[src/rtl/core/uvs_pkg.sv]
package uvs_pkg;

  // Grid limits and field widths
  localparam int unsigned MAX_GRID = 256;
  localparam int unsigned CNT_W    = 9;
  localparam int unsigned IDX_W    = 8;
  localparam int unsigned RAD_W    = 16;
  localparam int unsigned POS_W    = 17;
  localparam int unsigned TEX_W    = 17;
  localparam int unsigned VTX_W    = 16;

  // Divider: one quotient bit per cell, numerator up to index * 2^32
  localparam int unsigned DIV_W = 40;

  // CORDIC datapath
  localparam int unsigned CORDIC_STAGES = 16;
  localparam int unsigned NSTG  = (CORDIC_STAGES > 24) ? 24 : CORDIC_STAGES;
  localparam int unsigned XY_W  = 34;
  localparam int unsigned Z_W   = 32;
  localparam int unsigned SH_W  = 5;
  localparam int unsigned TRIG_W = 32;

  localparam logic signed [XY_W-1:0] CORDIC_GAIN = 34'sd652032874;

  localparam logic [Z_W-1:0] ATAN_PHASE [24] = '{
    32'd536870912, 32'd316933406, 32'd167458907, 32'd85004756, 32'd42667331,
    32'd21354465,  32'd10679838,  32'd5340245,   32'd2670163,  32'd1335087,
    32'd667544,    32'd333772,    32'd166886,    32'd83443,    32'd41722,
    32'd20861,     32'd10430,     32'd5215,      32'd2608,     32'd1304,
    32'd652,       32'd326,       32'd163,       32'd81
  };

  localparam logic [TEX_W-1:0] TEX_ONE = 17'd65536;
  localparam int signed POS_MAX = 65535;

  // Pipeline depth after the input register
  localparam int unsigned LAT = DIV_W + 1 + NSTG + 4;

  // Configuration register indexes
  typedef enum logic [1:0] {
    CFG_RADIUS        = 2'd0,
    CFG_RING_COUNT    = 2'd1,
    CFG_SECTION_COUNT = 2'd2
  } cfg_idx_e;

  // Data that rides along the whole pipeline
  typedef struct packed {
    logic             quad_valid;
    logic [VTX_W-1:0] here;
    logic [VTX_W-1:0] next_section;
    logic [VTX_W-1:0] next_both;
    logic [VTX_W-1:0] next_ring;
  } side_t;

  // Data that rides from the angle stage to the output
  typedef struct packed {
    logic [TEX_W-1:0] tex_u;
    logic [TEX_W-1:0] tex_v;
    logic [1:0]       quad_t;
    logic [1:0]       quad_p;
  } post_t;

endpackage

[src/rtl/core/uvs_div_cell.sv]
module uvs_div_cell
  import uvs_pkg::*;
(
  input  logic             clk_i,
  input  logic             en_i,
  input  logic [IDX_W-1:0] divisor_i,
  input  logic [IDX_W-1:0] rem_i,
  input  logic [DIV_W-1:0] num_i,
  input  logic [DIV_W-1:0] quo_i,
  output logic [IDX_W-1:0] rem_o,
  output logic [DIV_W-1:0] num_o,
  output logic [DIV_W-1:0] quo_o
);

  logic [IDX_W:0]   trial;
  logic             fits;
  logic [IDX_W-1:0] rem_d, rem_q;
  logic [DIV_W-1:0] num_q, quo_q;

  // Bring down the next numerator bit and try the subtract
  assign trial = {rem_i, num_i[DIV_W-1]};
  assign fits  = trial >= {1'b0, divisor_i};
  assign rem_d = fits ? IDX_W'(trial - {1'b0, divisor_i}) : trial[IDX_W-1:0];

  // Advance to the neighbor cell
  always_ff @(posedge clk_i) begin
    if (en_i) begin
      rem_q <= rem_d;
      num_q <= {num_i[DIV_W-2:0], 1'b0};
      quo_q <= {quo_i[DIV_W-2:0], fits};
    end
  end

  assign rem_o = rem_q;
  assign num_o = num_q;
  assign quo_o = quo_q;

endmodule

[src/rtl/core/uvs_div_chain.sv]
module uvs_div_chain
  import uvs_pkg::*;
(
  input  logic             clk_i,
  input  logic             en_i,
  input  logic [IDX_W-1:0] divisor_i,
  input  logic [DIV_W-1:0] num_i,
  output logic [DIV_W-1:0] quo_o
);

  logic [IDX_W-1:0] rem_w [DIV_W+1];
  logic [DIV_W-1:0] num_w [DIV_W+1];
  logic [DIV_W-1:0] quo_w [DIV_W+1];

  assign rem_w[0] = '0;
  assign num_w[0] = num_i;
  assign quo_w[0] = '0;

  // One quotient bit per cell, most significant first
  for (genvar i = 0; i < DIV_W; i++) begin : g_cell
    uvs_div_cell u_cell (
      .clk_i     (clk_i),
      .en_i      (en_i),
      .divisor_i (divisor_i),
      .rem_i     (rem_w[i]),
      .num_i     (num_w[i]),
      .quo_i     (quo_w[i]),
      .rem_o     (rem_w[i+1]),
      .num_o     (num_w[i+1]),
      .quo_o     (quo_w[i+1])
    );
  end

  assign quo_o = quo_w[DIV_W];

endmodule

[config.mk]
export PLATFORM = sky130hd
export DESIGN_NAME = uvs_div_chain
export DESIGN_NICKNAME = d
export VERILOG_FILES = /design/src/rtl/core/uvs_pkg.sv /design/src/rtl/core/uvs_div_cell.sv /design/src/rtl/core/uvs_div_chain.sv
export SDC_FILE = /design/constraint.sdc
export NUM_CORES = 2
export LEC_CHECK = 0
export ABC_AREA = 1
export BUFFER_PORTS_ARGS = -buffer_cell sky130_fd_sc_hd__buf_2
export CAP_MARGIN = 0
export CORE_UTILIZATION = 65
export DETAILED_ROUTE_END_ITERATION = 7
export GPL_TIMING_DRIVEN = 0
export PLACE_DENSITY = 0.88
export SYNTH_ARGS = -nofsm -noshare
export SYNTH_HDL_FRONTEND = slang
export SYNTH_HIERARCHICAL = 1
export SYNTH_SLANG_ARGS = --single-unit
export TNS_END_PERCENT = 100
[constraint.sdc]
create_clock -name clk_i -period 5.05 [get_ports clk_i]
set_input_delay 0.7575 -clock clk_i [delete_from_list [all_inputs] [get_ports clk_i]]
set_output_delay 0.7575 -clock clk_i [all_outputs]
set_load 0.02 [all_outputs]
==> results.toml <==
[worst_setup_path]
critPathRequiredTime_ns = 5.46
cp_top_family = "buffers and inverters"
cpPeakStageDelay_ns = 0.63
cp_slowest_cell = "buf_16"
crit_fanout = 187
crit_path_cell_trace = "buf_12, buf_16, buf_16, buf_16, buf_16"
path_class = "primary input to register"
cpMostUsedCell = "buf_16"
crit_arrival_ns = 4.12
crit_path_end_kind = "register"
startpoint_type = "primary input"
crit_buf_inv = 5

[sta]
skew_ns = 0.0246
fin_crit_sh = 0.734
fin_crit_ns = 3.71
fmax_ghz = 0.270
hold_viol = 0
worst_slew_pin_slew_ns = 0.978
slew_headroom = 0.348
final-max-slew-violation-count = 0
setup_violations = 0
rsz0062_at_grt = "false"
fin_tns_setup_ns = 0

[min_path]
min_path_type = "primary input to register"

[floorplanning]
initial_core_util = 0.659
rows = 130
ios = 90
die_w_um = 360
core-area_mm2 = 0.126
die-area_mm2 = 0.129
die_h_um = 360

[cells_and_area]
area_growth_pct = 11.0
num_antenna_cells = 0
drive_gt1_frac = 0.202
multi_input_area_mm2 = 0.0223
fill_cells = 7795
instances_no_fill = 8324
finalNetCount = 6935
seq_area_mm2 = 0.0574

[logic_synthesis]
ys_warn_count = 6
synth_cells = 6214
avgSynthCellArea_um2 = 13.4
netlist_area_mm2 = 0.0832

[routing]
initialDrtViolationCount = 3048
drc_errors = 0
routedWlPerCell_um = 15.6
routed_via_density = 5.30
vias = 44100
ant_nets = 0
drt_pass1_iterations = 8
drt-total-wl_um = 130000

[placement]
placedCellCount = 7989
gp_congestion = 0.856
numPortBuffers = 89
hpwl_um = 81000

[global_routing]
gr-total-overflow = 0
grt_pass1_wl_um = 215000
antenna_found_initial = 0
grt_pass1_vias = 44200
grt_use_total = 0.205
grt_max_degree = 198

[clocking]
clkTransAtPathRegs_ns = 0.06
cts_setup_buffers = 0
cts_tree = "done"
cts.path.max_buffers = 3
cts_root_buf = "clkbuf_16"
clk_latency_ns = 0.80
cts_made_buffers = 185
clock_sinks = 1912
cts_hold_buf = 0
ctsResizeCount = 0
h-tree-depth = 4

[power_and_ir_drop]
p_clk_frac = 0.261
swShare = 0.335
power.total_mw = 51.8
internal_power_mw = 34.4
leakage_nw = 37.8
pwr-share-seq = 0.421
p_per_area_mw_per_mm2 = 561
p_sw_mw = 17.4
combPwrFrac = 0.318
peakVddDrop_v = 0.000459

[status]
status = "completed"

[run]
drv_cap = 0
sequential cells by signal (all words and copies together) (netlist names):
register,flops
g_cell.u_cell/num_o,780
g_cell.u_cell/rem_o,312
g_cell.u_cell/quo_o,820
final timing paths:
check                              start                           to  slack, ns  cells past startpoint
min                            num_i[21]   g_cell[0].u_cell/num_o[22]       0.13                      1
max                                 en_i   g_cell[31].u_cell/quo_o[4]       1.34                      5
max reg2reg    g_cell[2].u_cell/rem_o[5]    g_cell[3].u_cell/rem_o[1]       3.04                      9
min reg2reg  g_cell[11].u_cell/num_o[30]  g_cell[12].u_cell/num_o[31]       0.39                      0
layout by cell type (no fill, tap or decap), types with 24 or more instances in the layout:
cell type	n
a21oi_1	78
buf_2	80
clkbuf_1	39
clkbuf_16	188
clkinv_1	93
clkinv_2	24
edfxtp_1	1912
fa_1	39
ha_1	320
inv_1	796
inv_2	70
nand2_1	1167
nand2_2	503
nand2_4	78
nand2_8	63
nand3_1	546
nand3_4	39
nand4_1	39
nor2_1	160
nor2_2	48
nor2_4	118
or2_4	40
xnor2_1	78
xor2_1	39
through the flow:
step / utilization / instance area (um2) / setup slack [ns] / hold WS [ns]
floorplan: - / 83200 / 2.99 / 0.400
global placement: 0.679 / 85800 / -25.50 / 0.400
detailed placement: 0.684 / 86300 / 0.549 / 0.405
CTS: 0.732 / 92300 / 1.42 / 0.0562
global route: 0.732 / 92300 / 1.18 / 0.0874
finish: 0.732 / 92300 / 1.34 / 0.127
area by class of cell:
type	instances	share of cell area
repair buffers	108	0.0108
well taps	1650	0.0224
clock buffers	227	0.0525
clock inverters	108	0.0127
inverters	929	0.0378
multi-input cells	3390	0.242
flip-flops and latches	1912	0.622
layer usage:
| layer | part of all wire | up-vias | wire length, um | global-route usage |
|---|---|---|---|---|
| met5 | 0 | - | 0 | 0 |
| met4 | 0.032 | 0 | 4140 | 0.0795 |
| met3 | 0.047 | 323 | 6100 | 0.0344 |
| met2 | 0.50 | 1055 | 64800 | 0.351 |
| met1 | 0.42 | 21000 | 54600 | 0.263 |
| li1 | - | 21700 | - | - |
worst reg2reg max path, cell delays in order, from the launching register on:
cell and delay, ns:
edfxtp_1 0.42, ha_1 0.36, nand2_1 0.09, nand2_1 0.08
nand2_1 0.08, nand2_2 0.06, nor2_4 0.32, nand2_8 0.15
nand2_2 0.08, nand2_1 0.09
power groups by stage:
stage	combinational, mW	sequential, mW	clock (mW)
after floorplan	13.2	21.6	0
after global placement	15.6	22.9	0
after detailed placement	16.2	22.1	0
after CTS	16.4	21.8	13.9
after global routing	18.4	22.0	14.5
final	16.4	21.8	13.5
No activity file was read; power rests on OpenSTA's default activity.
